$ cat config.mk
export PLATFORM = sky130hd
export DESIGN_NAME = supply_output_supervisor
export DESIGN_NICKNAME = d
export VERILOG_FILES = /design/src/rtl/core/ssup_pkg.sv /design/src/rtl/core/supply_output_supervisor.sv /design/src/rtl/core/ssup_ctrl.sv /design/src/rtl/core/ssup_dpath.sv
export SDC_FILE = /design/constraint.sdc
export NUM_CORES = 2
export LEC_CHECK = 0
export BUFFER_PORTS_ARGS = -buffer_cell sky130_fd_sc_hd__buf_2
export CAP_MARGIN = 40
export CORE_MARGIN = 2
export CORE_UTILIZATION = 50
export DETAILED_ROUTE_END_ITERATION = 10
export PLACE_DENSITY = 0.72
export SLEW_MARGIN = 20
export SYNTH_ARGS = -nofsm -noshare
export SYNTH_HDL_FRONTEND = slang
export SYNTH_SLANG_ARGS = --single-unit
export TNS_END_PERCENT = 10
$ cat constraint.sdc
create_clock -name i_clk -period 11.6 [get_ports i_clk]
set_input_delay 0.58 -clock i_clk [delete_from_list [all_inputs] [get_ports i_clk]]
set_output_delay 0.58 -clock i_clk [all_outputs]
set_load 0.02 [all_outputs]
$ cat src/rtl/core/ssup_pkg.sv
// ----------------------------------------------------------------------------
// ssup_pkg: shared types and constants of the supply output supervisor
// Field widths, device limits, reciprocal constants for the divide-by-constant
// steps, operation and register codes, and controller/datapath handshake types.
// ----------------------------------------------------------------------------
package ssup_pkg;

    // Device limits
    localparam int unsigned MAX_CURRENT_MA = 5000;
    localparam int unsigned MAX_TIME_S     = 359999;
    localparam int unsigned MS_PER_S       = 1000;

    // Field widths
    localparam int MV_W       = 16;
    localparam int MA_W       = 16;
    localparam int MS_W       = 16;
    localparam int PWR_W      = 32;
    localparam int TIME_W     = 19;
    localparam int REM_W      = 10;
    localparam int ENERGY_W   = 48;
    localparam int OP_W       = 2;

    // Derived datapath widths
    localparam int PMAX_W     = MV_W + $clog2(MAX_CURRENT_MA + 1);
    localparam int P5_W       = PWR_W + 3;
    localparam int TOTAL_W    = MS_W + 1;
    localparam int SECS_W     = 7;
    localparam int PROD_W     = PWR_W + SECS_W;
    localparam int ADD_W      = 28;

    // floor(total / 1000) as (total * SEC_RECIP) >> SEC_SHIFT, exact for total < 2^17
    localparam int SEC_SHIFT   = 27;
    localparam int SEC_RECIP_W = 18;
    localparam logic [SEC_RECIP_W-1:0] SEC_RECIP =
        SEC_RECIP_W'(((64'd1 << SEC_SHIFT) + 64'(MS_PER_S) - 64'd1) / 64'(MS_PER_S));
    localparam int SEC_PROD_W  = TOTAL_W + SEC_RECIP_W;

    // floor(prod / 3600) as (prod * EN_RECIP) >> EN_SHIFT, exact for prod < 2^39
    localparam int EN_SHIFT    = 51;
    localparam int EN_RECIP_W  = 40;
    localparam logic [EN_RECIP_W-1:0] EN_RECIP =
        EN_RECIP_W'(((64'd1 << EN_SHIFT) + 64'd3599) / 64'd3600);
    localparam int RECIP_SPLIT = 20;
    localparam int PP_W        = PROD_W + RECIP_SPLIT;
    localparam int SUM_W       = PP_W + RECIP_SPLIT + 1;

    // Stream and configuration port widths
    localparam int IN_DATA_W    = 64;
    localparam int IN_USER_W    = OP_W;
    localparam int OUT_FIELDS_W = 6 + TIME_W + ENERGY_W + PWR_W;
    localparam int OUT_DATA_W   = ((OUT_FIELDS_W + 7) / 8) * 8;
    localparam int CFG_ADDR_W   = 2;
    localparam int CFG_DATA_W   = 32;

    // Result bit positions
    localparam int OUT_ON_BIT   = 0;
    localparam int OUT_CV_BIT   = 1;
    localparam int OUT_CC_BIT   = 2;
    localparam int OUT_PP_BIT   = 3;
    localparam int OUT_TRIP_BIT = 4;

    typedef enum logic [OP_W-1:0] {
        OP_SAMPLE  = 2'd0,
        OP_ENABLE  = 2'd1,
        OP_DISABLE = 2'd2,
        OP_CLEAR   = 2'd3
    } t_op;

    typedef enum logic [CFG_ADDR_W-1:0] {
        CFG_SET_VOLTAGE  = 2'd0,
        CFG_SET_CURRENT  = 2'd1,
        CFG_POWER_LIMIT  = 2'd2,
        CFG_TIMER_PRESET = 2'd3
    } t_cfg_idx;

    // Step enables from controller to datapath
    typedef struct packed {
        logic load;
        logic mul;
        logic cmp;
        logic prod;
        logic rlo;
        logic rhi;
        logic sum;
        logic commit;
    } t_dp_cmd;

    // Status from datapath to controller
    typedef struct packed {
        logic sample_on;
        logic out_free;
    } t_dp_sts;

endpackage

$ cat src/rtl/core/supply_output_supervisor.sv
// ----------------------------------------------------------------------------
// supply_output_supervisor: bench supply output supervisor
// Power, CV/CC mode, over-power warning and trip, countdown timer or run
// clock, and energy accumulation for one supply output.
// ----------------------------------------------------------------------------
// Usage:
//   Slave stream: tuser carries the operation (sample, enable, disable, clear
//   energy); tdata carries the sample fields. Every accepted transfer gives
//   exactly one result transfer on the master stream with the state after it.
//   Configuration registers are written through the plain write port while
//   the block is idle; a write lands on the clock edge where i_cfg_we is high.
//   An enable, disable, clear or a sample with the output off goes from the
//   multiply step straight to commit; a sample with the output on passes all
//   steps of the sequencer that walks one shared datapath through its product,
//   compare, seconds-split and two partial products of the divide by 3600.
//   The result is registered in the output register when the item commits.
//   The output register decouples the two sides: the next item is taken while
//   a result still waits. When the receiver stalls, the next result holds in
//   the sequencer and input stays blocked until the register frees.
//   Synchronous reset clears configuration and supervisor state: output off,
//   flags clear, timer and energy zero, no result pending.
// ----------------------------------------------------------------------------
module supply_output_supervisor (
    input  logic                                i_clk,
    input  logic                                i_rst_n,
    // slave stream
    input  logic                                s_axis_tvalid,
    output logic                                s_axis_tready,
    // tdata: vout_mv[15:0], iout_ma[31:16], vout_ceiling_mv[47:32], elapsed_ms[63:48]
    input  logic [ssup_pkg::IN_DATA_W-1:0]      s_axis_tdata,
    // tuser: operation[1:0]
    input  logic [ssup_pkg::IN_USER_W-1:0]      s_axis_tuser,
    // master stream
    output logic                                m_axis_tvalid,
    input  logic                                m_axis_tready,
    // tdata: output_on[0], cv_mode[1], cc_mode[2], power_warning[3], power_trip[4],
    //        timer_running[5], timer_seconds[24:6], energy_uwh[72:25],
    //        power_uw[104:73], zero fill[111:105]
    output logic [ssup_pkg::OUT_DATA_W-1:0]     m_axis_tdata,
    // configuration write port
    input  logic                                i_cfg_we,
    input  logic [ssup_pkg::CFG_ADDR_W-1:0]     i_cfg_addr,
    input  logic [ssup_pkg::CFG_DATA_W-1:0]     i_cfg_wdata
);
    import ssup_pkg::*;

    t_dp_cmd cmd;
    t_dp_sts sts;

    // Sequencer: accept, step, commit when the output register is free
    ssup_ctrl u_ctrl (
        .i_clk      (i_clk),
        .i_rst_n    (i_rst_n),
        .i_in_valid (s_axis_tvalid),
        .o_in_ready (s_axis_tready),
        .i_sts      (sts),
        .o_cmd      (cmd)
    );

    // Datapath: configuration, supervisor state, arithmetic, output register
    ssup_dpath u_dpath (
        .i_clk       (i_clk),
        .i_rst_n     (i_rst_n),
        .i_cmd       (cmd),
        .o_sts       (sts),
        .i_in_data   (s_axis_tdata),
        .i_in_user   (s_axis_tuser),
        .i_cfg_we    (i_cfg_we),
        .i_cfg_addr  (i_cfg_addr),
        .i_cfg_wdata (i_cfg_wdata),
        .i_out_ready (m_axis_tready),
        .o_out_valid (m_axis_tvalid),
        .o_out_data  (m_axis_tdata)
    );

endmodule

$ cat src/rtl/core/ssup_ctrl.sv
// ----------------------------------------------------------------------------
// ssup_ctrl: step sequencer of the supply output supervisor
// Accepts one item, walks the datapath through its steps and commits the
// result once the output register is free.
// ----------------------------------------------------------------------------
module ssup_ctrl (
    input  logic              i_clk,
    input  logic              i_rst_n,
    input  logic              i_in_valid,
    output logic              o_in_ready,
    input  ssup_pkg::t_dp_sts i_sts,
    output ssup_pkg::t_dp_cmd o_cmd
);
    import ssup_pkg::*;

    typedef enum logic [2:0] {
        ST_IDLE,
        ST_MUL,
        ST_CMP,
        ST_PROD,
        ST_RLO,
        ST_RHI,
        ST_SUM,
        ST_DONE
    } t_state;

    t_state r_state;
    logic   r_in_ready;

    assign o_in_ready = r_in_ready;

    always_ff @(posedge i_clk) begin
        if (!i_rst_n) begin
            r_state    <= ST_IDLE;
            r_in_ready <= 1'b1;
        end else begin
            case (r_state)
                ST_IDLE: begin
                    if (i_in_valid) begin
                        r_state    <= ST_MUL;
                        r_in_ready <= 1'b0;
                    end
                end
                ST_MUL: begin
                    // only a sample with the output on needs the arithmetic steps
                    r_state <= i_sts.sample_on ? ST_CMP : ST_DONE;
                end
                ST_CMP:  r_state <= ST_PROD;
                ST_PROD: r_state <= ST_RLO;
                ST_RLO:  r_state <= ST_RHI;
                ST_RHI:  r_state <= ST_SUM;
                ST_SUM:  r_state <= ST_DONE;
                ST_DONE: begin
                    if (i_sts.out_free) begin
                        r_state    <= ST_IDLE;
                        r_in_ready <= 1'b1;
                    end
                end
                default: begin
                    r_state    <= ST_IDLE;
                    r_in_ready <= 1'b1;
                end
            endcase
        end
    end

    always_comb begin
        o_cmd        = '0;
        o_cmd.load   = (r_state == ST_IDLE) && i_in_valid;
        o_cmd.mul    = (r_state == ST_MUL);
        o_cmd.cmp    = (r_state == ST_CMP);
        o_cmd.prod   = (r_state == ST_PROD);
        o_cmd.rlo    = (r_state == ST_RLO);
        o_cmd.rhi    = (r_state == ST_RHI);
        o_cmd.sum    = (r_state == ST_SUM);
        o_cmd.commit = (r_state == ST_DONE) && i_sts.out_free;
    end

endmodule

$ cat src/rtl/core/ssup_dpath.sv
// ----------------------------------------------------------------------------
// ssup_dpath: datapath of the supply output supervisor
// Holds configuration, supervisor state, step intermediates and the output
// register; each step is enabled by the controller.
// ----------------------------------------------------------------------------
module ssup_dpath (
    input  logic                               i_clk,
    input  logic                               i_rst_n,
    input  ssup_pkg::t_dp_cmd                  i_cmd,
    output ssup_pkg::t_dp_sts                  o_sts,
    input  logic [ssup_pkg::IN_DATA_W-1:0]     i_in_data,
    input  logic [ssup_pkg::IN_USER_W-1:0]     i_in_user,
    input  logic                               i_cfg_we,
    input  logic [ssup_pkg::CFG_ADDR_W-1:0]    i_cfg_addr,
    input  logic [ssup_pkg::CFG_DATA_W-1:0]    i_cfg_wdata,
    input  logic                               i_out_ready,
    output logic                               o_out_valid,
    output logic [ssup_pkg::OUT_DATA_W-1:0]    o_out_data
);
    import ssup_pkg::*;

    // Configuration
    logic [MV_W-1:0]   r_set_v;
    logic [MA_W-1:0]   r_set_i;
    logic [PWR_W-1:0]  r_limit;
    logic [TIME_W-1:0] r_preset;

    // Supervisor state
    logic                r_on, r_cv, r_cc, r_pp, r_opp, r_tm;
    logic [TIME_W-1:0]   r_timer;
    logic [REM_W-1:0]    r_rem;
    logic [ENERGY_W-1:0] r_energy;

    // Captured item
    t_op            r_op;
    logic           r_smp;
    logic [MV_W-1:0] r_v, r_ceil;
    logic [MA_W-1:0] r_i;
    logic [MS_W-1:0] r_el;

    // Intermediates
    logic [PWR_W-1:0]   r_p;
    logic [PMAX_W-1:0]  r_pmax;
    logic [TOTAL_W-1:0] r_total;
    logic               r_cc_sel, r_trip, r_warn;
    logic [SECS_W-1:0]  r_secs;
    logic [PROD_W-1:0]  r_prod;
    logic [REM_W-1:0]   r_rem_new;
    logic [PP_W-1:0]    r_pp_lo, r_pp_hi;
    logic [ADD_W-1:0]   r_add;

    // Output register
    logic                  r_out_valid;
    logic [OUT_DATA_W-1:0] r_out_data;

    // Combinational helpers
    logic [MV_W-1:0]        vd;
    logic [MA_W-1:0]        id;
    logic [P5_W-1:0]        p5, lim4, pmax4;
    logic                   lim_on;
    logic [SEC_PROD_W-1:0]  sec_full;
    logic [SUM_W-1:0]       en_sum;
    logic [TIME_W-1:0]      preset_sat;
    logic [TIME_W:0]        clock_sum;
    logic [ENERGY_W:0]      energy_sum;
    logic                   out_free;

    logic                   n_on, n_cv, n_cc, n_pp, n_opp, n_tm;
    logic [TIME_W-1:0]      n_timer;
    logic [REM_W-1:0]       n_rem;
    logic [ENERGY_W-1:0]    n_energy;
    logic [PWR_W-1:0]       n_power;

    assign out_free        = !r_out_valid || i_out_ready;
    assign o_sts.out_free  = out_free;
    assign o_sts.sample_on = r_smp;
    assign o_out_valid     = r_out_valid;
    assign o_out_data      = r_out_data;

    assign vd = (r_set_v > r_v) ? (r_set_v - r_v) : (r_v - r_set_v);
    assign id = (r_set_i > r_i) ? (r_set_i - r_i) : (r_i - r_set_i);

    assign lim_on   = (r_limit != '0);
    assign p5       = {r_p, 2'b00} + P5_W'(r_p);
    assign lim4     = P5_W'({r_limit, 2'b00});
    assign pmax4    = P5_W'({r_pmax, 2'b00});
    assign sec_full = SEC_PROD_W'(r_total) * SEC_PROD_W'(SEC_RECIP);
    assign en_sum   = {1'b0, r_pp_hi, {RECIP_SPLIT{1'b0}}} + SUM_W'(r_pp_lo);

    assign preset_sat = (r_preset > TIME_W'(MAX_TIME_S)) ? TIME_W'(MAX_TIME_S) : r_preset;
    assign clock_sum  = {1'b0, r_timer} + (TIME_W + 1)'(r_secs);
    assign energy_sum = {1'b0, r_energy} + (ENERGY_W + 1)'(r_add);

    // Configuration writes
    always_ff @(posedge i_clk) begin
        if (!i_rst_n) begin
            r_set_v  <= '0;
            r_set_i  <= '0;
            r_limit  <= '0;
            r_preset <= '0;
        end else if (i_cfg_we) begin
            case (t_cfg_idx'(i_cfg_addr))
                CFG_SET_VOLTAGE:  r_set_v  <= i_cfg_wdata[MV_W-1:0];
                CFG_SET_CURRENT:  r_set_i  <= i_cfg_wdata[MA_W-1:0];
                CFG_POWER_LIMIT:  r_limit  <= i_cfg_wdata[PWR_W-1:0];
                CFG_TIMER_PRESET: r_preset <= i_cfg_wdata[TIME_W-1:0];
                default: ;
            endcase
        end
    end

    // Capture and arithmetic steps
    always_ff @(posedge i_clk) begin
        if (i_cmd.load) begin
            r_op   <= t_op'(i_in_user);
            r_smp  <= (t_op'(i_in_user) == OP_SAMPLE) && r_on;
            r_v    <= i_in_data[15:0];
            r_i    <= i_in_data[31:16];
            r_ceil <= i_in_data[47:32];
            r_el   <= i_in_data[63:48];
        end
        if (i_cmd.mul) begin
            r_p      <= PWR_W'(r_v) * PWR_W'(r_i);
            r_pmax   <= PMAX_W'(r_ceil) * PMAX_W'(MAX_CURRENT_MA);
            r_total  <= TOTAL_W'(r_rem) + TOTAL_W'(r_el);
            r_cc_sel <= (id < vd);
        end
        if (i_cmd.cmp) begin
            r_trip <= (lim_on && (r_p >= r_limit)) || (r_p >= PWR_W'(r_pmax));
            r_warn <= (lim_on && (p5 >= lim4)) || (p5 >= pmax4);
            r_secs <= sec_full[SEC_SHIFT +: SECS_W];
        end
        if (i_cmd.prod) begin
            r_prod    <= PROD_W'(r_p) * PROD_W'(r_secs);
            r_rem_new <= REM_W'(r_total - TOTAL_W'(r_secs) * TOTAL_W'(MS_PER_S));
        end
        if (i_cmd.rlo) begin
            r_pp_lo <= PP_W'(r_prod) * PP_W'(EN_RECIP[RECIP_SPLIT-1:0]);
        end
        if (i_cmd.rhi) begin
            r_pp_hi <= PP_W'(r_prod) * PP_W'(EN_RECIP[EN_RECIP_W-1:RECIP_SPLIT]);
        end
        if (i_cmd.sum) begin
            r_add <= en_sum[EN_SHIFT +: ADD_W];
        end
    end

    // Next supervisor state for the committed item
    always_comb begin
        n_on     = r_on;
        n_cv     = r_cv;
        n_cc     = r_cc;
        n_pp     = r_pp;
        n_opp    = r_opp;
        n_tm     = r_tm;
        n_timer  = r_timer;
        n_rem    = r_rem;
        n_energy = r_energy;
        n_power  = '0;
        case (r_op)
            OP_SAMPLE: begin
                if (r_smp) begin
                    n_power = r_p;
                    n_cc    = r_cc_sel;
                    n_cv    = !r_cc_sel;
                    if (r_trip) begin
                        // latch the trip, switch off, reload the timer preset, skip energy
                        n_on    = 1'b0;
                        n_cv    = 1'b0;
                        n_cc    = 1'b0;
                        n_pp    = 1'b0;
                        n_opp   = 1'b1;
                        n_tm    = 1'b0;
                        n_timer = preset_sat;
                    end else begin
                        n_pp  = r_warn;
                        n_opp = 1'b0;
                        n_rem = r_rem_new;
                        if (r_secs != '0) begin
                            if (r_preset != '0) begin
                                n_timer = (r_timer > TIME_W'(r_secs)) ?
                                          (r_timer - TIME_W'(r_secs)) : '0;
                                n_tm    = 1'b1;
                            end else begin
                                n_timer = (clock_sum > (TIME_W + 1)'(MAX_TIME_S)) ?
                                          TIME_W'(MAX_TIME_S) : clock_sum[TIME_W-1:0];
                            end
                            n_energy = energy_sum[ENERGY_W] ? '1 : energy_sum[ENERGY_W-1:0];
                        end
                        if ((r_preset != '0) && (n_timer == '0)) begin
                            // countdown expired: switch off
                            n_on    = 1'b0;
                            n_cv    = 1'b0;
                            n_cc    = 1'b0;
                            n_pp    = 1'b0;
                            n_tm    = 1'b0;
                            n_timer = preset_sat;
                        end
                    end
                end
            end
            OP_ENABLE: begin
                n_on    = 1'b1;
                n_cv    = 1'b0;
                n_cc    = 1'b0;
                n_pp    = 1'b0;
                n_opp   = 1'b0;
                n_tm    = 1'b0;
                n_rem   = '0;
                n_timer = (preset_sat != '0) ? (preset_sat - TIME_W'(1)) : '0;
            end
            OP_DISABLE: begin
                // the trip stays latched only when the output was on
                if (!r_on) begin
                    n_opp = 1'b0;
                end
                n_on    = 1'b0;
                n_cv    = 1'b0;
                n_cc    = 1'b0;
                n_pp    = 1'b0;
                n_tm    = 1'b0;
                n_timer = preset_sat;
            end
            OP_CLEAR: begin
                n_energy = '0;
            end
            default: ;
        endcase
    end

    // State and output register
    always_ff @(posedge i_clk) begin
        if (!i_rst_n) begin
            r_on        <= 1'b0;
            r_cv        <= 1'b0;
            r_cc        <= 1'b0;
            r_pp        <= 1'b0;
            r_opp       <= 1'b0;
            r_tm        <= 1'b0;
            r_timer     <= '0;
            r_rem       <= '0;
            r_energy    <= '0;
            r_out_valid <= 1'b0;
        end else begin
            if (i_cmd.commit) begin
                r_on        <= n_on;
                r_cv        <= n_cv;
                r_cc        <= n_cc;
                r_pp        <= n_pp;
                r_opp       <= n_opp;
                r_tm        <= n_tm;
                r_timer     <= n_timer;
                r_rem       <= n_rem;
                r_energy    <= n_energy;
                r_out_valid <= 1'b1;
            end else if (i_out_ready) begin
                r_out_valid <= 1'b0;
            end
        end
    end

    always_ff @(posedge i_clk) begin
        if (i_cmd.commit) begin
            r_out_data <= OUT_DATA_W'({n_power, n_energy, n_timer,
                                       n_tm, n_opp, n_pp, n_cc, n_cv, n_on});
        end
    end

endmodule

; ---- Yosys cells after proc, flatten, opt, wreduce, memory -nomap -nowiden
; Cells that the tools add are included.
; Widths: inputs -> output; s select.
[totals]
in_bits = 105
word_cells = 172
register_bits = 620
out_inout_bits = 114
[op_classes]
multipliers = 7
eq_ne = 17
n_reduce_logical = 32
muxes = 58
magnitude_cmp = 10
addsub = 12
[op_table]
columns = operator, n
row1 = $mux 19, 12
row2 = $mux 48, 4
row3 = $pmux 48 s2, 1
row4 = $add 79x57->79, 1
row5 = $sub 16x16->16, 4
row6 = $mul 39x20->59 const B, 1
row7 = $pmux 19 s3, 1
row8 = $mul 39x17->56 const B, 1
row9 = $add 48x28->49, 1
row10 = $mul 32x7->39, 1
row11 = $reduce_bool 19->1, 2
row12 = $add 34x32->35, 1
row13 = $ge 35x31->1, 1
row14 = $ge 35x34->1, 1
row15 = $mul 17x17->33 const B, 1
row16 = $ge 32x29->1, 1
row17 = $ge 32x32->1, 1
row18 = $gt 16x16->1, 2
row19 = $mul 16x16->32, 1
row20 = $mux 16, 2
row21 = $reduce_bool 32->1, 1
row22 = $mul 16x10->26 const B, 1
row23 = $mux 1, 24
row24 = $pmux 3 s8, 1
row25 = other kinds (34), 69

; ---- Longest topological paths before layout
[logic_depth]
ltp_word = 14
ltp_mapped = 29
mapped_depth_nobuf = 27

; ---- Hierarchy
; From an unflattened synthesis, not the netlist that was laid out.
[unflattened]
hier_cells = 7973
area_unflattened_um2 = 76881.2
[by_module_without_submodules]
columns = mod, area_per_inst_um2, n_inst, cells_each, seq_area_each_um2
row1 = ssup_dpath, 76616.0, 1, 7940, 16255.6
row2 = ssup_ctrl, 265.3, 1, 33, 80.1

; ---- Worst setup path after synthesis
; No wires, ideal clock.
[synth_timing]
path_kind = register -> register
startpoint = register u_ctrl.r_state[2]
endpoint = register u_dpath.r_ceil[0], enable pin
required_ns = 10.915
setup_time_ns = 0.685
path_stages_with_launch = 3
t_arrival_ns = 7.545
period_less_slack_ns = 8.230
path_buffers = 1
slack_ns = 3.370
path_cell_list = dfxtp_1 clkbuf_1 nor4b_1
[synth_lines]
columns = element, line
row1 = "start, declared", ssup_ctrl.sv:27  ; t_state r_state;
row2 = "start signal, assigned", ssup_ctrl.sv:46  ; r_state <= i_sts.sample_on ? ST_CMP : ST_DONE;
row3 = "end signal, assigned", ssup_dpath.sv:119  ; r_ceil <= i_in_data[47:32];
row4 = "end, declared", ssup_dpath.sv:37  ; logic [MV_W-1:0] r_v, r_ceil;

; ---- Final worst setup path
[layout_timing]
startpoint = register u_dpath.r_prod[2]
endpoint = register u_dpath.r_pp_lo[56] (data pin)
[layout_via]
elab_chain_cells = 1
[layout_rtl]
columns = element, line
row1 = "start, declared", ssup_dpath.sv:47  ; logic [PROD_W-1:0] r_prod;
row2 = "start signal, assigned", ssup_dpath.sv:134  ; r_prod <= PROD_W'(r_p) * PROD_W'(r_secs);
row3 = $mul 39x17->56, ssup_dpath.sv:138  ; r_pp_lo <= PP_W'(r_prod) * PP_W'(EN_RECIP[RECIP_SPLIT-1:0]);
row4 = "end signal, assigned", ssup_dpath.sv:138
row5 = "end, declared", ssup_dpath.sv:49  ; logic [PP_W-1:0] r_pp_lo, r_pp_hi;
; No other way between the ends.
; A chain may end at the register's enable or synchronous reset.

==> results.md <==
* Clock Tree Buf Depth at 3
* Grt ovf at 0
* Final ANT Viol Nets at 0
* Worst Setup End Kind: flop
* CTS buffer count at 74
* CTS tree: built
* Placed cells at between 10000 and 15000
* Cts repair resizes at 0
* Die Wd at 397 um
* Gr usage total at 0.269
* Fill cell count at 13600
* First drt pass iteration count at 8
* Pin count of the biggest net entering global routing at 69
* Async S/R FF share, synth at 0
* F_max at 0.119 GHz
* Via density at 5.62
* Initial Util at 0.502
* Drt drc at 0
* Slew Viols, Final at 0
* Pre-CTS setup slack at 3.18 ns
* Final period utilization at 0.727
* Port bufs at 211
* Mean Syn Cell Area at 9.55 um^2
* Sequential share of the synthesized area at 0.212
* Worst Skew at 0.0506 ns
* Status: completed
* CP Class: flop to flop
* Final Hold Vio Count at 0
* Worst Path Max Fanout at 12
* Die area at 157000 um^2
* Critical path launch point type: flop
* Clock latency on the worst-skew pair at between 0.7 and 0.8 ns
* Routability congestion estimate at roughly 0.96
* Setup repair bufs after CTS at 0
* Drt wl/cell at 20.2 um
* Final nets at 10500
* HPWL after DPL at 168 mm
* # IOs at 219
* Worst Path Required at about 12 ns
* Synth Warn # at 0
* Mapped Cells at between 8000 and 9000
* Fin crit period at 8.44 ns
* Hold crit path type: input pin to flop
* Most common cell in the netlist: inv_1
* Final setup violation count at 0
* Die Ht at 397 um
* Synth-to-layout area growth at 8.20%
* Hold_buf cts at 2
* Routed via count at a little under 60000
* Post-Layout Cell Count at 10400
* Yosys top cell area share at 0.246
* Primary FF master, synth: edfxtp_1
* Initial antenna violation count at 7
* Number of placement rows at approximately 140
* Synth area leaders: fa_1 (25%), ha_1 (19%), edfxtp_1 (17%)
* H-tree depth at 3
* Max Cap Violations at 0
* First-pass GRT wire length at ~330 mm
* Syn Std Cell Area at 77100 um^2
* 1st-iter DRT viols at 4418
* Distinct cell type count after synthesis at 93
* Vias in the first global route at 60500
* Number of flops mapped to enable cells by yosys at 430
* Worst Max-Slew Pin Slew at 0.908 ns
* Share of cells above drive strength 1 at 0.0595
* Synth top cells by count: inv_1 (1523), ha_1 (1173), fa_1 (947)
* DRT Wirelength at 210 mm
* CTS sink cnt at approximately 600
* RSZ-0062 raised after global routing: false
* Worst setup margin at 3.16 ns
* Yosys top cell by area: fa_1
* Setup TNS at 0 ns
* Synthesized flop and latch total at 601
* Root buf cell: clkbuf_16
* Core area at 154000 um^2
* Relative slew slack at 0.395
* Arr. time, crit path at 8.86 ns
* Reg clk slew, reported paths at roughly 0.06 ns
worst max-delay path, stage by stage (launching register included):
cell       delay, ns
edfxtp_1        0.86
inv_1           0.22
fa_1            0.55
inv_1           0.05
fa_1            0.45
fa_1            0.49
inv_1           0.05
fa_1            0.47
inv_1           0.05
fa_1            0.47
inv_1           0.05
fa_1            0.47
inv_1           0.05
ha_1            0.31
a2111oi_0       0.44
o21ai_0         0.21
a221oi_1        0.33
a21oi_1         0.30
o211ai_1        0.39
a211oi_1        0.17
o311ai_0        0.59
a21oi_1         0.25
and4_1          0.26
nor3_1          0.29
o21ba_2         0.20
o21bai_1        0.08
xnor2_1         0.13
final timing paths:
path                                     from                       endpoint  cells after the start  slack [ns]
hold reg to reg    u_dpath.r_opp$_SDFFE_PN0P_     u_dpath.r_opp$_SDFFE_PN0P_                      2        0.46
setup reg to reg  u_dpath.r_prod[2]$_DFFE_PP_  u_dpath.r_pp_lo[56]$_DFFE_PP_                     26        3.16
hold / removal                s_axis_tdata[9]       u_dpath.r_v[9]$_DFFE_PP_                      1        0.04
setup / recovery  u_dpath.r_prod[2]$_DFFE_PP_  u_dpath.r_pp_lo[56]$_DFFE_PP_                     26        3.16
logic make-up (layout without fill, tap and decap cells):
family                   Yosys count  count (layout)  synth area share
adder cells (fa/ha/maj)         2120            2120             0.436
AND/OR/NAND/NOR                 1839            1839             0.110
buffers and inverters           1754            1983            0.0858
AO/OA/AOI/OAI                   1426            1426             0.117
flip-flops                       601             601             0.212
XOR/XNOR                         304             304            0.0345
multiplexers                      33              33           0.00454
other                              1              12         0.0000486
sequential cells by signal, summed over array words and instances, names as in the netlist, 26 cells and up:
signal / count
u_dpath.o_out_data: 105
u_dpath.r_pp_hi: 59
u_dpath.r_energy: 48
u_dpath.r_prod: 39
u_dpath.r_pp_lo: 37
u_dpath.r_limit: 32
u_dpath.r_p: 32
u_dpath.r_add: 28
u_dpath.r_pmax: 26
layout by cell type, fill, tap and decap left out, types with 58 or more instances in the layout:
cell type  instances
edfxtp_1         430
and3_1            75
nor2b_1           64
nor2_1           416
clkbuf_16         75
xnor2_1          221
buf_4             74
nand2b_1          74
nor3_1           104
dfxtp_1          171
ha_1            1172
o21a_1            58
inv_1           1522
a21o_1           213
and2_1            64
a21oi_1          501
o21ai_0          256
buf_2            213
xor2_1            83
nand4_1           62
nand2_1          756
fa_1             947
nand3_1           72
per-layer routing:
layer | vias to the layer above | track usage | wire, um
met5 | - | 0 | 0
met4 | 0 | 0.0991 | 8240
met3 | 367 | 0.0433 | 13900
met2 | 1845 | 0.453 | 100000
met1 | 28900 | 0.348 | 87300
li1 | 27100 | - | -
metrics by stage:
step	utilization	hold WS (ns)	instance area [um^2]
2_1_floorplan	-	0.425	77200
3_3_place_gp	0.524	0.436	80500
3_5_place_dp	0.525	0.451	80800
4_1_cts	0.542	0.0000198	83200
5_1_grt	0.543	0.0227	83500
6_report	0.543	0.0426	83500
layout make-up:
cell class                      instances  area [um^2]  share of cell area
Timing Repair Buffer                  315         2070              0.0248
Clock buffer                           92         1970              0.0236
Sequential cell                       601        16300               0.196
Clock inverter                         44          497             0.00595
Multi-Input combinational cell       5729        54300               0.650
Antenna cell                            5         12.5            0.000150
Tap cell                             2044         2560              0.0306
Inverter                             1532         5760              0.0690
Power is left out: the tool's default activity adds up to more than one toggle a clock period on the data nets, which glitch-free logic cannot reach.
